==> config.mk <==
export PLATFORM = sky130hd
export DESIGN_NAME = crc16_frame_receiver
export DESIGN_NICKNAME = d
export VERILOG_FILES = /design/src/rtl/crc16fr_pkg.sv /design/src/rtl/crc16fr_ram.sv /design/src/rtl/crc16fr_dp.sv /design/src/rtl/crc16fr_ctrl.sv /design/src/rtl/crc16_frame_receiver.sv
export SDC_FILE = /design/constraint.sdc
export NUM_CORES = 1
export LEC_CHECK = 0
export BUFFER_PORTS_ARGS = -buffer_cell sky130_fd_sc_hd__clkbuf_2
export CAP_MARGIN = 20
export CORE_ASPECT_RATIO = 1.75
export CORE_UTILIZATION = 56
export DETAILED_ROUTE_END_ITERATION = 7
export GPL_TIMING_DRIVEN = 0
export PLACE_DENSITY = 0.76
export SLEW_MARGIN = 20
export SYNTH_ARGS = -nofsm -noshare
export SYNTH_HDL_FRONTEND = slang
export SYNTH_HIERARCHICAL = 1
export SYNTH_SLANG_ARGS = --single-unit
==> constraint.sdc <==
create_clock -name i_clk -period 3.3 [get_ports i_clk]
set_input_delay 0 -clock i_clk [delete_from_list [all_inputs] [get_ports i_clk]]
set_output_delay 0 -clock i_clk [all_outputs]
set_load 0.02 [all_outputs]
==> src/rtl/crc16fr_pkg.sv <==
`timescale 1ns / 1ps
`default_nettype none
// ----------------------------------------------------------------------------
// crc16fr_pkg
// Shared constants, types and the CRC-16/MODBUS byte update for the frame
// receiver.
// ----------------------------------------------------------------------------
package crc16fr_pkg;

    // Largest payload a frame may carry
    localparam int MAX_PAYLOAD = 32;
    localparam int ADDR_W      = $clog2(MAX_PAYLOAD);

    // Result field widths
    localparam int BYTE_W = 8;
    localparam int LEN_W  = 6;
    localparam int IDX_W  = 5;
    localparam int CRC_W  = 16;

    // Output stream data width (27 bits of fields, padded to whole bytes)
    localparam int M_DATA_W = 32;

    // Frame markers and CRC constants
    localparam logic [BYTE_W-1:0] SYNC_1   = 8'hA5;
    localparam logic [BYTE_W-1:0] SYNC_2   = 8'h5A;
    localparam logic [BYTE_W-1:0] TAIL     = 8'hFF;
    localparam logic [CRC_W-1:0]  CRC_INIT = 16'hFFFF;
    localparam logic [CRC_W-1:0]  CRC_POLY = 16'hA001;

    // Controller to datapath commands
    typedef struct packed {
        logic start;       // begin a new frame: clear count, seed CRC with A5
        logic crc_upd;     // fold the accepted byte into the CRC
        logic load_len;    // capture length byte
        logic load_cmd;    // capture command byte, clear payload count
        logic store;       // write payload byte, advance count
        logic load_crc_hi; // capture received CRC high byte
        logic drain_start; // rewind the drain index
        logic rd_en;       // read payload store at the drain index
        logic out_load;    // load the output register, advance drain index
    } t_ctrl_cmd;

    // Datapath to controller status
    typedef struct packed {
        logic is_sync_1;
        logic is_sync_2;
        logic is_tail;
        logic len_ok;
        logic len_zero;
        logic pay_last;
        logic crc_match;
        logic drain_last;
        logic out_free;
    } t_dp_sts;

    // Reflected CRC-16 update over one byte, one bit per step
    function automatic logic [CRC_W-1:0] crc16_byte(input logic [CRC_W-1:0] crc,
                                                    input logic [BYTE_W-1:0] data);
        logic [CRC_W-1:0] c;
        c = crc ^ {8'h00, data};
        for (int k = 0; k < 8; k++) begin
            if (c[0]) begin
                c = (c >> 1) ^ CRC_POLY;
            end else begin
                c = c >> 1;
            end
        end
        return c;
    endfunction

    localparam logic [CRC_W-1:0] CRC_SEED = crc16_byte(CRC_INIT, SYNC_1);

endpackage
`default_nettype wire

==> src/rtl/crc16fr_ram.sv <==
`timescale 1ns / 1ps
`default_nettype none
// ----------------------------------------------------------------------------
// crc16fr_ram
// Generic single-write, single-read RAM with registered read data.
// ----------------------------------------------------------------------------
module crc16fr_ram #(
    parameter int WIDTH = 8,
    parameter int DEPTH = 32
) (
    input  wire logic                     i_clk,
    input  wire logic                     i_we,
    input  wire logic [$clog2(DEPTH)-1:0] i_waddr,
    input  wire logic [WIDTH-1:0]         i_wdata,
    input  wire logic                     i_re,
    input  wire logic [$clog2(DEPTH)-1:0] i_raddr,
    output logic      [WIDTH-1:0]         o_rdata
);

    logic [WIDTH-1:0] r_mem [DEPTH];
    logic [WIDTH-1:0] r_rdata;

    always_ff @(posedge i_clk) begin
        if (i_we) begin
            r_mem[i_waddr] <= i_wdata;
        end
        if (i_re) begin
            r_rdata <= r_mem[i_raddr];
        end
    end

    assign o_rdata = r_rdata;

endmodule
`default_nettype wire

==> src/rtl/crc16fr_dp.sv <==
`timescale 1ns / 1ps
`default_nettype none
// ----------------------------------------------------------------------------
// crc16fr_dp
// Datapath: frame fields, running CRC, payload store, drain index and the
// output register.
// ----------------------------------------------------------------------------
module crc16fr_dp (
    input  wire logic                           i_clk,
    input  wire logic                           i_rst_n,
    input  wire logic [crc16fr_pkg::BYTE_W-1:0] i_byte,
    input  wire crc16fr_pkg::t_ctrl_cmd         i_cmd,
    output crc16fr_pkg::t_dp_sts                o_sts,
    input  wire logic                           i_out_ready,
    output logic                                o_out_valid,
    output logic [crc16fr_pkg::BYTE_W-1:0]      o_command,
    output logic [crc16fr_pkg::LEN_W-1:0]       o_length,
    output logic [crc16fr_pkg::IDX_W-1:0]       o_index,
    output logic [crc16fr_pkg::BYTE_W-1:0]      o_payload,
    output logic                                o_has_data,
    output logic                                o_last
);
    import crc16fr_pkg::*;

    logic [CRC_W-1:0]  r_crc;
    logic [BYTE_W-1:0] r_crc_hi;
    logic [LEN_W-1:0]  r_len;
    logic [BYTE_W-1:0] r_cmd;
    logic [LEN_W-1:0]  r_count;
    logic [LEN_W-1:0]  r_idx;
    logic [BYTE_W-1:0] rd_data;

    logic              r_ovalid;
    logic [BYTE_W-1:0] r_ocmd;
    logic [LEN_W-1:0]  r_olen;
    logic [IDX_W-1:0]  r_oidx;
    logic [BYTE_W-1:0] r_obyte;
    logic              r_ohas;
    logic              r_olast;

    logic [LEN_W:0] count_next;
    logic [LEN_W:0] idx_next;

    assign count_next = {1'b0, r_count} + (LEN_W+1)'(1);
    assign idx_next   = {1'b0, r_idx} + (LEN_W+1)'(1);

    always_comb begin
        o_sts            = '0;
        o_sts.is_sync_1  = (i_byte == SYNC_1);
        o_sts.is_sync_2  = (i_byte == SYNC_2);
        o_sts.is_tail    = (i_byte == TAIL);
        o_sts.len_ok     = (i_byte <= BYTE_W'(MAX_PAYLOAD));
        o_sts.len_zero   = (r_len == '0);
        o_sts.pay_last   = (count_next >= {1'b0, r_len});
        o_sts.crc_match  = ({r_crc_hi, i_byte} == r_crc);
        o_sts.drain_last = (idx_next >= {1'b0, r_len});
        o_sts.out_free   = !r_ovalid || i_out_ready;
    end

    // Control-side registers
    always_ff @(posedge i_clk) begin
        if (!i_rst_n) begin
            r_crc    <= CRC_INIT;
            r_crc_hi <= '0;
            r_len    <= '0;
            r_cmd    <= '0;
            r_count  <= '0;
            r_idx    <= '0;
            r_ovalid <= 1'b0;
        end else begin
            if (i_cmd.start) begin
                r_crc <= CRC_SEED;
            end else if (i_cmd.crc_upd) begin
                r_crc <= crc16_byte(r_crc, i_byte);
            end
            if (i_cmd.start || i_cmd.load_cmd) begin
                r_count <= '0;
            end else if (i_cmd.store) begin
                r_count <= count_next[LEN_W-1:0];
            end
            if (i_cmd.load_len) begin
                r_len <= i_byte[LEN_W-1:0];
            end
            if (i_cmd.load_cmd) begin
                r_cmd <= i_byte;
            end
            if (i_cmd.load_crc_hi) begin
                r_crc_hi <= i_byte;
            end
            if (i_cmd.drain_start) begin
                r_idx <= '0;
            end else if (i_cmd.out_load) begin
                r_idx <= idx_next[LEN_W-1:0];
            end
            if (i_cmd.out_load) begin
                r_ovalid <= 1'b1;
            end else if (i_out_ready) begin
                r_ovalid <= 1'b0;
            end
        end
    end

    crc16fr_ram #(
        .WIDTH (BYTE_W),
        .DEPTH (MAX_PAYLOAD)
    ) u_store (
        .i_clk   (i_clk),
        .i_we    (i_cmd.store),
        .i_waddr (r_count[ADDR_W-1:0]),
        .i_wdata (i_byte),
        .i_re    (i_cmd.rd_en),
        .i_raddr (r_idx[ADDR_W-1:0]),
        .o_rdata (rd_data)
    );

    // Output payload register; an empty frame gives one data-less result
    always_ff @(posedge i_clk) begin
        if (i_cmd.out_load) begin
            r_ocmd <= r_cmd;
            if (r_len == '0) begin
                r_olen  <= '0;
                r_oidx  <= '0;
                r_obyte <= '0;
                r_ohas  <= 1'b0;
                r_olast <= 1'b1;
            end else begin
                r_olen  <= r_len;
                r_oidx  <= r_idx[IDX_W-1:0];
                r_obyte <= rd_data;
                r_ohas  <= 1'b1;
                r_olast <= (idx_next == {1'b0, r_len});
            end
        end
    end

    assign o_out_valid = r_ovalid;
    assign o_command   = r_ocmd;
    assign o_length    = r_olen;
    assign o_index     = r_oidx;
    assign o_payload   = r_obyte;
    assign o_has_data  = r_ohas;
    assign o_last      = r_olast;

endmodule
`default_nettype wire

==> src/rtl/crc16fr_ctrl.sv <==
`timescale 1ns / 1ps
`default_nettype none
// ----------------------------------------------------------------------------
// crc16fr_ctrl
// Controller: frame phase tracking on accepted bytes and the payload drain.
// ----------------------------------------------------------------------------
module crc16fr_ctrl (
    input  wire logic                   i_clk,
    input  wire logic                   i_rst_n,
    input  wire logic                   i_in_valid,
    output logic                        o_in_ready,
    input  wire crc16fr_pkg::t_dp_sts   i_sts,
    output crc16fr_pkg::t_ctrl_cmd      o_cmd
);
    import crc16fr_pkg::*;

    localparam logic [3:0] PH_HUNT = 4'd0;
    localparam logic [3:0] PH_SYNC = 4'd1;
    localparam logic [3:0] PH_LEN  = 4'd2;
    localparam logic [3:0] PH_CMD  = 4'd3;
    localparam logic [3:0] PH_PAY  = 4'd4;
    localparam logic [3:0] PH_CRCH = 4'd5;
    localparam logic [3:0] PH_CRCL = 4'd6;
    localparam logic [3:0] PH_TAIL = 4'd7;
    localparam logic [3:0] ST_RD   = 4'd8;
    localparam logic [3:0] ST_LOAD = 4'd9;

    logic [3:0] r_state;
    logic [3:0] n_state;
    logic       in_fire;
    logic [3:0] misfit_state;

    assign o_in_ready   = !r_state[3];
    assign in_fire      = i_in_valid && o_in_ready;
    assign misfit_state = i_sts.is_sync_1 ? PH_SYNC : PH_HUNT;

    always_comb begin
        n_state = r_state;
        o_cmd   = '0;
        unique case (r_state)
            PH_HUNT: begin
                if (in_fire && i_sts.is_sync_1) begin
                    o_cmd.start = 1'b1;
                    n_state     = PH_SYNC;
                end
            end
            PH_SYNC: begin
                if (in_fire) begin
                    if (i_sts.is_sync_2) begin
                        o_cmd.crc_upd = 1'b1;
                        n_state       = PH_LEN;
                    end else begin
                        o_cmd.start = i_sts.is_sync_1;
                        n_state     = misfit_state;
                    end
                end
            end
            PH_LEN: begin
                if (in_fire) begin
                    if (i_sts.len_ok) begin
                        o_cmd.load_len = 1'b1;
                        o_cmd.crc_upd  = 1'b1;
                        n_state        = PH_CMD;
                    end else begin
                        o_cmd.start = i_sts.is_sync_1;
                        n_state     = misfit_state;
                    end
                end
            end
            PH_CMD: begin
                if (in_fire) begin
                    o_cmd.load_cmd = 1'b1;
                    o_cmd.crc_upd  = 1'b1;
                    n_state        = i_sts.len_zero ? PH_CRCH : PH_PAY;
                end
            end
            PH_PAY: begin
                if (in_fire) begin
                    o_cmd.store   = 1'b1;
                    o_cmd.crc_upd = 1'b1;
                    if (i_sts.pay_last) begin
                        n_state = PH_CRCH;
                    end
                end
            end
            PH_CRCH: begin
                if (in_fire) begin
                    o_cmd.load_crc_hi = 1'b1;
                    n_state           = PH_CRCL;
                end
            end
            PH_CRCL: begin
                if (in_fire) begin
                    if (i_sts.crc_match) begin
                        n_state = PH_TAIL;
                    end else begin
                        o_cmd.start = i_sts.is_sync_1;
                        n_state     = misfit_state;
                    end
                end
            end
            PH_TAIL: begin
                if (in_fire) begin
                    if (i_sts.is_tail) begin
                        o_cmd.drain_start = 1'b1;
                        n_state           = ST_RD;
                    end else begin
                        o_cmd.start = i_sts.is_sync_1;
                        n_state     = misfit_state;
                    end
                end
            end
            ST_RD: begin
                o_cmd.rd_en = 1'b1;
                n_state     = ST_LOAD;
            end
            ST_LOAD: begin
                if (i_sts.out_free) begin
                    o_cmd.out_load = 1'b1;
                    n_state        = i_sts.drain_last ? PH_HUNT : ST_RD;
                end
            end
            default: begin
                n_state = PH_HUNT;
            end
        endcase
    end

    always_ff @(posedge i_clk) begin
        if (!i_rst_n) begin
            r_state <= PH_HUNT;
        end else begin
            r_state <= n_state;
        end
    end

endmodule
`default_nettype wire

==> src/rtl/crc16_frame_receiver.sv <==
`timescale 1ns / 1ps
`default_nettype none
// ----------------------------------------------------------------------------
// crc16_frame_receiver
// Byte-stream deframer for A5 5A / length / command / payload / CRC / FF
// frames with a CRC-16/MODBUS check, releasing the payload as a stream.
// ----------------------------------------------------------------------------
// Feed received bytes on the slave stream, one byte per transfer. While the
// block is looking for or collecting a frame it takes one byte every cycle.
// Once a frame with a matching CRC and a correct FF tail has arrived, the input
// is held off while the payload is read back from the payload store: each
// result takes one store read (ST_RD) and then one load into the output
// register (ST_LOAD), which waits while the sink stalls. An empty frame
// yields a single result with has_data low. The last result of a frame may
// still wait in the output register while the next bytes are taken in.
// Frames with a bad CRC, a bad tail or a length above MAX_PAYLOAD vanish
// without any output; an A5 byte at a misfit point starts a fresh frame.
// ----------------------------------------------------------------------------
module crc16_frame_receiver (
    input  wire logic                             i_clk,
    input  wire logic                             i_rst_n,
    // Slave stream: received bytes
    input  wire logic                             i_s_tvalid,
    output logic                                  o_s_tready,
    input  wire logic [7:0]                       i_s_tdata,  // [7:0] rx_byte
    // Master stream: released frame contents
    output logic                                  o_m_tvalid,
    input  wire logic                             i_m_tready,
    // [7:0] command, [13:8] payload_length, [18:14] byte_index,
    // [26:19] payload_byte, [31:27] zero
    output logic [crc16fr_pkg::M_DATA_W-1:0]      o_m_tdata,
    output logic                                  o_m_tlast,
    output logic                                  o_m_tuser   // [0] has_data
);
    import crc16fr_pkg::*;

    t_ctrl_cmd         s_cmd;
    t_dp_sts           s_sts;
    logic [BYTE_W-1:0] out_cmd;
    logic [LEN_W-1:0]  out_len;
    logic [IDX_W-1:0]  out_idx;
    logic [BYTE_W-1:0] out_byte;

    // Sequence the frame phases and the drain
    crc16fr_ctrl u_ctrl (
        .i_clk      (i_clk),
        .i_rst_n    (i_rst_n),
        .i_in_valid (i_s_tvalid),
        .o_in_ready (o_s_tready),
        .i_sts      (s_sts),
        .o_cmd      (s_cmd)
    );

    // Hold frame fields, CRC, payload store and the output register
    crc16fr_dp u_dp (
        .i_clk       (i_clk),
        .i_rst_n     (i_rst_n),
        .i_byte      (i_s_tdata),
        .i_cmd       (s_cmd),
        .o_sts       (s_sts),
        .i_out_ready (i_m_tready),
        .o_out_valid (o_m_tvalid),
        .o_command   (out_cmd),
        .o_length    (out_len),
        .o_index     (out_idx),
        .o_payload   (out_byte),
        .o_has_data  (o_m_tuser),
        .o_last      (o_m_tlast)
    );

    // Pack result fields, lowest first, padded to whole bytes
    assign o_m_tdata = {(M_DATA_W - 2*BYTE_W - LEN_W - IDX_W)'(0),
                        out_byte, out_idx, out_len, out_cmd};

    // The drain never overlaps byte acceptance
    a_drain_blocks_input: assert property (@(posedge i_clk) disable iff (!i_rst_n)
        (s_cmd.rd_en || s_cmd.out_load) |-> !o_s_tready)
        else $error("payload drain active while input is accepted");

    // A good tail always stops the input on the next cycle
    a_tail_starts_drain: assert property (@(posedge i_clk) disable iff (!i_rst_n)
        (i_s_tvalid && o_s_tready && s_cmd.drain_start) |=> !o_s_tready)
        else $error("input not held off after frame tail");

    // The output register is loaded only when it is free
    a_load_when_free: assert property (@(posedge i_clk) disable iff (!i_rst_n)
        (o_m_tvalid && !i_m_tready) |-> !s_cmd.out_load)
        else $error("output register overwritten while stalled");

    // A data-less result is always the only one of its frame
    a_empty_is_last: assert property (@(posedge i_clk) disable iff (!i_rst_n)
        (o_m_tvalid && !o_m_tuser) |-> (o_m_tlast && o_m_tdata[13:8] == 6'd0))
        else $error("empty-frame result without last flag");

endmodule
`default_nettype wire

==> results.cfg, run 1 <==
[run_status]
status = complete, but fails checks
violations = design-rule violations

[final_layout]
num_antenna_cells = 0
post-route-cell-area_mm2 = 0.0160
synthToLayoutAreaGrowth_pct = 11.6
core_util_final = 0.635
final_net_count = 941
fillerInstances = 1768
final_layout_size_suffix_gt1_frac = 0.230

[route]
detail_route.vias_per_cell = 6.05
post-route-drc-count = 1
via_count = 7558
dr.first_iter.drc_count = 488
routed_wl_mm = 29.7
drt-pass1-iter-count = 8
routed_wire_length_per_instance_um = 23.7
postRouteAntennaNets = 0

[floorplan]
top_level_ports = 48
floorplan.die.width_um = 123
placeableCoreArea_mm2 = 0.0252
initial_core_util = 0.569
std_cell_rows = 77
die-area_mm2 = 0.0263
die_height_um = 214

[power]
ir_drop_v = 0.000596
power_density_mw_per_mm2 = 541
power.share.switching = 0.212
comb_power_share = 0.054
power_leakage_uw = 0.00517
clock_power_share = 0.394
p_sw_uw = 1840
pwr-share-seq = 0.552
internal_portion_of_total_power_uw = 6830

[logic_synthesis]
synth.ff_latch_count = 348
synth.distinct_cells = 54
synth_enable_flop_cells = 293
post_synth.cell_area_avg_um2 = 17.3
netlist_instances = 831
async_flop_share = 0
yosys_most_used_dff = edfxtp_1
synth_sequential_area_ratio = 0.689
synthesis.yosys.warnings = 6
synth_area_mm2 = 0.0144

[place]
place.port_buffers = 42
dpl-instance-area_mm2 = 0.0150
place_hpwl_mm = 19.8
pre_cts_ws_ps = -715
globalplace.congestion = 0.885

[clock_tree]
clkLatencyLatePin_ps = 560
cts.reportedPaths.clkPinSlew_ps = 70
clock_sinks = 348
cts_tree = done
clock_tree.htree_level_count = 1
cts_made_buffers = 28
max_root_sink_buffers = 3
root_buffer = clkbuf_16

[timing]
fin_crit_ps = 3240
fin_skew_ps = 23.4
fin_worst_hold_slack_ps = 137
worst_slew_margin_rel = 0.365
slew_violations = 0
rsz0062_at_grt = yes
maxClockFrequency_mhz = 309
post-route-worst-setup-slack_ps = 60.2
setup_violations = 0
timing_worst_slew_pin_value_ps = 953
post-route-period-util = 0.982
final-hold-violation-count = 0

[worst_setup_path]
arrival_ps = 3420
worstSetupStartpointType = flip-flop
end_kind = flip-flop
critPathRequiredTime_ps = 3480
critical_path_peak_fanout = 9
crit_type = reg -> reg

[global_route]
track_usage = 0.237
overflow = 0
grt_antenna_before_repair = 0
grt_pass1_wl_mm = 45.0
grt_start_max_net_pins = 39
vias_in_the_first_global_route = 7797

[hold_path]
min-delay-path-class = in -> reg

[job]
drv_cap = 0
[layout by cell type, fill, tap and decap left out, drive strengths merged, types with 3 or more instances in the layout]
cell type    count
nand3b           6
inv             14
and3             7
mux2i           34
or3              3
dlygate4sd3      3
a21oi            9
xor2            16
mux2             8
nand2b           9
a21o             7
nand3            8
mux4            80
nor2b           24
ha              17
nand4            6
and2            15
conb             5
clkbuf          97
xnor2           25
a211oi           5
clkinvlp         6
nor3             8
bufinv           4
buf             26
nand2           33
nor2            58
clkinv          11
dfxtp           55
or3b             3
edfxtp         293
o21ai           15
[state kept, by name, indices dropped and copies added, names as in the netlist, 6 cells and up]
name                  flops
u_dp/r_idx                6
u_dp/r_crc               16
u_dp/o_length             6
u_dp/u_store/r_mem      256
u_dp/u_store/o_rdata      8
u_dp/o_payload            8
u_dp/r_cmd                8
u_dp/r_crc_hi             8
u_dp/o_command            8
u_dp/r_count              6
u_dp/r_len                6
[routing by layer]
layer	GRT usage	vias to the layer above	part of all wire	wire length, um
met2	0.437	253	0.55	16400
met5	0	-	0	0
met3	0.0245	74	0.040	1200
li1	-	3365	-	-
met4	0.128	0	0.052	1540
met1	0.265	3866	0.35	10500
[synth_stat cells, types with 2 or more instances]
master / number / share of area
o21ai_0: 8 / 0.0028
and3_1: 7 / 0.0030
or3b_2: 3 / 0.0018
nand4_1: 6 / 0.0026
clkbuf_1: 26 / 0.0068
nand2_1: 33 / 0.0086
a221o_1: 2 / 0.0014
ha_1: 17 / 0.015
nand2b_1: 9 / 0.0039
buf_4: 12 / 0.0063
nand3_1: 8 / 0.0028
or3_1: 3 / 0.0013
nand3b_1: 6 / 0.0031
and2_1: 14 / 0.0061
nor2_1: 58 / 0.015
xnor2_1: 19 / 0.012
mux2_2: 8 / 0.0063
and3b_1: 2 / 0.0012
a221oi_1: 2 / 0.0012
mux2i_1: 34 / 0.024
a21oi_1: 9 / 0.0031
o21ai_1: 7 / 0.0024
dfxtp_1: 55 / 0.077
buf_1: 7 / 0.0018
a211oi_1: 5 / 0.0026
edfxtp_1: 293 / 0.61
a21o_1: 7 / 0.0037
nor3_1: 8 / 0.0028
xnor2_2: 5 / 0.0057
nor2b_1: 24 / 0.010
inv_1: 12 / 0.0031
a31oi_1: 2 / 0.00087
nor4_1: 2 / 0.00087
buf_2: 4 / 0.0014
mux4_2: 80 / 0.13
xor2_1: 16 / 0.0098
[area by class of cell]
cell class,instances,area (um^2),share of cell area
buffer,50,246,0.0154
clock buffer,29,704,0.0439
clock inverter,22,249,0.0155
inverter,13,48.8,0.00304
multi-input combinational,424,4230,0.264
sequential,348,9900,0.617
tap,316,395,0.0247
timing repair buffer,47,267,0.0166
[power by group through the flow]
stage / sequential (uW) / combinational [uW] / clock (uW)
floorplan: 4880 / 309 / 0
global placement: 4890 / 441 / 0
detailed placement: 4890 / 453 / 0
global route: 4790 / 507 / 3630
CTS: 4790 / 462 / 3470
finish: 4790 / 469 / 3410
[worst paths after layout]
check        slack, ps                           start  cells after the start                                  end
max                 60  u_ctrl/r_state[3]$_SDFFE_PN0P_                      7   u_dp/u_store/r_mem[8][0]$_DFFE_PP_
min                140                    i_s_tdata[5]                      1  u_dp/u_store/r_mem[30][5]$_DFFE_PP_
max reg2reg         60  u_ctrl/r_state[3]$_SDFFE_PN0P_                      7   u_dp/u_store/r_mem[8][0]$_DFFE_PP_
min reg2reg        430      u_dp/r_cmd[1]$_SDFFE_PN0P_                      0          u_dp/o_command[1]$_DFFE_PP_
[cells by family (layout without fill, tap and decap cells)]
group	after synthesis	after routing	synth area share
buffers and inverters	63	161	0.0205
other	1	5	0.000261
xor gates and xnor gates	42	42	0.0306
and+or+nand+nor	188	188	0.0667
adders and majority gates	17	17	0.0148
muxes	122	122	0.155
DFF	348	348	0.689
AOI/OAI and AO/OA	50	50	0.0227
[per-stage QoR]
stage | std cells | setup TNS, ps | total power, uW
finish | 1249 | 0 | 8670
global route | 1249 | -3860 | 8930
CTS | 1249 | 0 | 8720
detailed placement | 1195 | -25480 | 5340
global placement | 1193 | -17850 | 5330
floorplan | 835 | 0 | 5190
[critical path, stage by stage, from the launching register on]
cell and delay (ps):
dfxtp_1 300, clkbuf_1 190, inv_1 190, nand3_1 160
nor3_2 520, or3b_2 510, clkbuf_1 290, nor2_1 690
[what timing repair did]
item / in CTS / in global routing
hold buffers: 3 / 0
gates resized for setup: 3 / 2
buffers inserted: 0 / 0
endpoints found under the setup margin: 274 / 74
endpoints found under the hold margin: 13 / 0
Note: power is estimated with default switching activity, not from simulation.
==> inputs of run 2 (changes only) <==
Settings changed: CORE_ASPECT_RATIO 1.75 to 0.6.
==> run 2 against run 1 <==
  * The flow finishes with violations (negative setup slack)
  * Non-clock buffer count down 1
  * Sequential share of layout area up 0.28 points
  * Die area about the same
  * Maximum frequency down 2.0%
  * Register-to-register slack worse by 70 ps
  * Design area down 0.45%
  * Flip-flop and latch count unchanged
  * Power down 1.9%
  * First-iteration DRC count up 75%
  * Clock skew down 12 ps
  * Core utilization up 1.2 points
  * Largest cell class unchanged
  * Largest power group unchanged
==> results.cfg, run 2 (synthesized netlist as in run 1, its figures left out) <==
[run_status]
status = complete, but fails checks
violations = negative setup slack

[global_route]
grt_antenna_before_repair = 1
grt_pass1_wl_mm = 47.1
track_usage = 0.246
overflow = 0
grt_start_max_net_pins = 39
vias_in_the_first_global_route = 7434

[worst_setup_path]
crit_type = reg -> reg
end_kind = flip-flop
critPathRequiredTime_ps = 3600
critical_path_peak_fanout = 10
worstSetupStartpointType = flip-flop
arrival_ps = 3610

[place]
place_hpwl_mm = 20.4
globalplace.congestion = 0.899
dpl-instance-area_mm2 = 0.0150
place.port_buffers = 42
post-place-cells = 1200

[route]
routed_wl_mm = 31.5
routed_wire_length_per_instance_um = 25.0
via_count = 7810
post-route-drc-count = 0
postRouteAntennaNets = 0
drt-pass1-iter-count = 5
dr.first_iter.drc_count = 854
detail_route.vias_per_cell = 6.20

[power]
ir_drop_v = 0.000364
pwr-share-seq = 0.564
clock_power_share = 0.381
p_sw_uw = 1820
power.share.switching = 0.213
power_density_mw_per_mm2 = 533
comb_power_share = 0.056
internal_portion_of_total_power_uw = 6690
power_leakage_uw = 0.00513

[final_layout]
number_of_flip_flops_under_the_largest_register_name = 256
core_util_final = 0.647
final_cell_count_no_fill = 1259
layout_top_registers = u_dp/u_store/r_mem: 256 flops, u_dp/r_crc: 16 flops
final_net_count = 942
most_common_cell_after_layout_fill_and_taps_aside = edfxtp_1
max_flop_register = u_dp/u_store/r_mem
fillerInstances = 1725
mostFrequentLayoutCells = edfxtp_1 (293), mux4_2 (80), nor2_1 (58)
post-route-cell-area_mm2 = 0.0160
final_layout_size_suffix_gt1_frac = 0.219
sequential_cell_area_in_the_final_layout_mm2 = 0.00990
multi_input_comb_area_mm2 = 0.00422
synthToLayoutAreaGrowth_pct = 11.1

[clock_tree]
root_buffer = clkbuf_16
cts_post_setup_buffers_inserted = 0
cts_made_buffers = 30
cts_tree = done
max_root_sink_buffers = 3
clock_sinks = 348
cts.reportedPaths.clkPinSlew_ps = 70
clkLatencyLatePin_ps = 570
clock_tree.htree_level_count = 1

[job]
drv_cap = 0

[timing]
maxClockFrequency_mhz = 302
final-hold-violation-count = 0
post-route-period-util = 1.00
setup_tns_final_ps = -6.96
slew_violations = 0
timing_worst_slew_pin_value_ps = 1020
worst_slew_margin_rel = 0.319
post-route-worst-setup-slack_ps = -6.96
fin_crit_ps = 3310
setup_violations = 1
rsz0062_at_grt = yes
fin_skew_ps = 11.0

[hold_path]
min-delay-path-class = in -> reg

[floorplan]
die-area_mm2 = 0.0263
placeableCoreArea_mm2 = 0.0247
std_cell_rows = 44
top_level_ports = 48
initial_core_util = 0.582
die_height_um = 126
floorplan.die.width_um = 209
-- run 2: critical path, stage by stage (launching register included) --
cell and delay [ps]:
dfxtp_1 440, clkbuf_1 640, clkbuf_1 630, mux4_2 470, mux4_2 520, mux2_2 320
-- run 2: final timing paths --
path	from	end	slack (ps)	depth (start not counted)
worst min register to register	u_dp/r_cmd[7]$_SDFFE_PN0P_	u_dp/o_command[7]$_DFFE_PP_	430	0
worst min-delay path	i_s_tdata[5]	u_dp/u_store/r_mem[9][5]$_DFFE_PP_	210	1
worst max register to register	u_dp/r_idx[2]$_SDFFE_PP0P_	u_dp/u_store/o_rdata[4]$_DFFE_PP_	-7	5
worst max-delay path	u_dp/r_idx[2]$_SDFFE_PP0P_	u_dp/u_store/o_rdata[4]$_DFFE_PP_	-7	5
-- run 2: layout make-up --
type / count / area share
flip-flops and latches: 348 / 0.620
multi-input cells: 424 / 0.264
clock buffers: 43 / 0.0520
well taps: 322 / 0.0252
repair buffers: 46 / 0.0160
plain buffers: 50 / 0.0155
clock inverters: 12 / 0.00368
inverters: 13 / 0.00306
diodes: 1 / 0.000157
-- run 2: metal layers --
metal | up-vias | share of wire | track usage
li1 | 3368 | - | -
met1 | 3967 | 0.46 | 0.402
met2 | 442 | 0.40 | 0.319
met3 | 33 | 0.13 | 0.0843
met4 | 0 | 0.014 | 0.0415
met5 | - | 0 | 0
-- run 2: per-stage QoR --
step	total power, uW	hold slack [ps]	setup slack, ps
final	8510	212	-6.96
after global routing	8750	261	-166
after CTS	8540	243	39.9
after detailed placement	5350	356	-565
after global placement	5340	353	-440
after floorplan	5190	98.9	472
-- run 2: timing repair --
action,4_1_cts,5_1_grt
endpoints found under the setup margin,221,77
gates resized for setup,2,3
hold buffers,3,0
endpoints found under the hold margin,10,0
-- run 2: power groups by stage --
stage	Combinational (uW)	Sequential (uW)	Clock (uW)
finish	475	4790	3240
global route	510	4790	3450
CTS	463	4790	3290
detailed placement	458	4890	0
global placement	447	4890	0
floorplan	309	4880	0
==> inputs of run 3 (changes only) <==
Settings changed: CORE_UTILIZATION 56 to 40, PLACE_DENSITY 0.76 to default, SYNTH_HIERARCHICAL 1 to default.
==> run 3 against run 2 <==
  * The run now ends clean
  * Hold slack worse by 100 ps
  * Global-route usage is 5.8 points lower
  * Area after synthesis decreased by 0.20%
  * Die area increased by 39%
  * Maximum frequency grew 3.2%
==> results.cfg, run 3 <==
[timing]
fin_crit_ps = 3200
final-hold-violation-count = 0
setup_violations = 0
setup_tns_final_ps = 0
slew_violations = 0
post-route-period-util = 0.971
timing_worst_slew_pin_value_ps = 1050
fin_skew_ps = 18.4
worst_slew_margin_rel = 0.299
maxClockFrequency_mhz = 312

[worst_setup_path]
worstSetupStartpointType = flip-flop
critPathRequiredTime_ps = 3450
cp_cell_sequence = clkbuf_1, inv_1, nand3_1, nor3_2, nand2_1, nor2_1
crit_type = reg -> reg
rrSetupSlack_ps = 100
critical_path.reg2reg.endpoint = u_dp.u_store.r_mem[1][7]$_DFFE_PP_
timing.critical_path.slowest_cell_delay_ps = 940
worst_setup_path_endpoint = u_dp.u_store.r_mem[1][7]$_DFFE_PP_
critical_path_peak_fanout = 10
worstReg2RegStart = u_ctrl.r_state[3]$_SDFFE_PN0P_
critical_path_origin = u_ctrl.r_state[3]$_SDFFE_PN0P_
cpMaxStageDelayCell = nor2_1
worst_r2r_path_depth = 6
end_kind = flip-flop
arrival_ps = 3350

[floorplan]
top_level_ports = 48
die_height_um = 149
floorplan.die.width_um = 246
initial_core_util = 0.408
die-area_mm2 = 0.0366
placeableCoreArea_mm2 = 0.0351
std_cell_rows = 53

[logic_synthesis]
post_synth_fa_ha_maj_area_fraction = 0.0183
yosys.area.top_type_share = 0.614
cell_taking_the_most_area_after_synthesis = edfxtp_1
netlist_instances = 828
synth_area_mm2 = 0.0143
synthesis.yosys.warnings = 0
synth_sequential_area_ratio = 0.690
synth-compound-area-share = 0.0234
synth.distinct_cells = 56
synth_top_family_by_area = multiplexers
yosys_most_used_dff = edfxtp_1
synthTopCellsByArea = edfxtp_1 (61%), mux4_2 (13%), dfxtp_1 (7.7%)
synth_enable_flop_cells = 293
muxShareOfSynthArea = 0.156
synth.ff_latch_count = 348
netlist_top_cells_count = edfxtp_1 (293), mux4_2 (80), dfxtp_1 (55)
synth_most_common_cell = edfxtp_1
post_synth_xor_area_fraction = 0.0253
async_flop_share = 0
synth-simple-area-share = 0.0655
post_synth.cell_area_avg_um2 = 17.3

[clock_tree]
max_root_sink_buffers = 3
clock_sinks = 348
clock_tree.htree_level_count = 2
clkLatencyLatePin_ps = 530
cts_tree = done
root_buffer = clkbuf_16
cts.reportedPaths.clkPinSlew_ps = 60
cts_made_buffers = 34

[power]
pwr-share-seq = 0.537
p_sw_uw = 1770
power.share.switching = 0.200
internal_portion_of_total_power_uw = 7080
finalPower_uw = 8850
comb_power_share = 0.019
clock_power_share = 0.444
power_leakage_uw = 0.00522
power_density_mw_per_mm2 = 542
ir_drop_v = 0.000360

[final_layout]
fillerInstances = 3039
most_common_cell_after_layout_fill_and_taps_aside = edfxtp_1
number_of_flip_flops_under_the_largest_register_name = 256
max_flop_register = u_dp.u_store.r_mem
final_cell_count_no_fill = 1404
num_antenna_cells = 0
layout_top_registers = u_dp.u_store.r_mem: 256 flops, u_dp.r_crc: 16 flops
final_layout_size_suffix_gt1_frac = 0.234
mostFrequentLayoutCells = edfxtp_1 (293), mux4_2 (80), dfxtp_1 (54)
synthToLayoutAreaGrowth_pct = 13.9
final_net_count = 945

[global_route]
grt_antenna_before_repair = 1
grt_start_max_net_pins = 40
grt_pass1_wl_mm = 49.4
overflow = 0
vias_in_the_first_global_route = 7227
track_usage = 0.188

[place]
place.port_buffers = 42
post-place-cells = 1341
globalplace.congestion = 0.911
place_hpwl_mm = 22.3

[route]
routed_wl_mm = 33.7
via_count = 7610
postRouteAntennaNets = 0
dr.first_iter.drc_count = 801
drt-pass1-iter-count = 5
detail_route.vias_per_cell = 5.42
routed_wire_length_per_instance_um = 24.0
post-route-drc-count = 0

[hold_path]
min-delay-path-class = in -> reg

[run_status]
status = finished clean

[job]
drv_cap = 0
## run 3: cells by family after synthesis
| family | count (synthesis) |
|---|---|
| flip-flops | 348 |
| AND/OR/NAND/NOR | 185 |
| multiplexers | 122 |
| buffers and inverters | 62 |
| AO/OA/AOI/OAI | 50 |
| XOR/XNOR | 39 |
| adder cells (fa/ha/maj) | 21 |
| other | 1 |
## run 3: area by class of cell
type	instances	area (um^2)	area share
Buffer	49	256	0.0157
Clock buffer	44	951	0.0583
Clock inverter	17	168	0.0103
Inverter	12	45.0	0.00276
Multi-Input combinational cell	422	4180	0.256
Sequential cell	348	9900	0.607
Tap cell	467	584	0.0358
Timing Repair Buffer	45	240	0.0147
## run 3: what timing repair did
item / 4_1_cts / 5_1_grt
setup endpoints to repair: 4 / 20
buffers inserted: 0 / 0
hold buffers: 3 / 0
hold endpoints to repair: 10 / 0
gates resized for setup: 1 / 6
## run 3: worst min-delay path by stage
stage                       startpoint                                  to  slack, ps  cells past startpoint
after floorplan           i_s_tdata[0]  u_dp.u_store.r_mem[0][0]$_DFFE_PP_        100                      0
after global placement         i_rst_n       u_dp.o_out_valid$_SDFFE_PN0P_        340                      2
after detailed placement       i_rst_n       u_dp.o_out_valid$_SDFFE_PN0P_        330                      2
after CTS                   i_s_tvalid        u_dp.r_count[0]$_SDFFE_PP0P_         80                      5
after global routing        i_s_tvalid        u_dp.r_count[0]$_SDFFE_PP0P_        130                      5
final                       i_s_tvalid        u_dp.r_count[0]$_SDFFE_PP0P_        110                      5
## run 3: power by group through the flow
stage	clock [uW]	sequential, uW	combinational (uW)
2_1_floorplan	0	4840	73.0
3_3_place_gp	0	4850	167
3_5_place_dp	0	4850	169
4_1_cts	4010	4750	171
5_1_grt	4150	4750	182
6_report	3930	4750	168
## run 3: critical path, delay by kind of cell, from the launching register on
| kind | cells | cell delay [ps] |
|---|---|---|
| and+or+nand+nor | 4 | 2040 |
| DFF | 1 | 330 |
| buffers and inverters | 2 | 450 |
## run 3: per-layer routing
metal | global-route usage | vias up | routed length [um]
met4 | 0.0404 | 0 | 487
met5 | 0 | - | 0
li1 | - | 3380 | -
met3 | 0.0455 | 43 | 2930
met2 | 0.233 | 283 | 12900
met1 | 0.321 | 3904 | 17400
## run 3: metrics by stage
step	setup WS [ps]	instance area [um^2]	hold slack (ps)	utilization
6_report	95.3	16300	108	0.464
5_1_grt	-5.36	16300	133	0.464
4_1_cts	77.2	16300	76.8	0.464
3_5_place_dp	-130	15200	333	0.432
3_3_place_gp	-119	15100	336	0.431
2_1_floorplan	750	14400	98.9	-
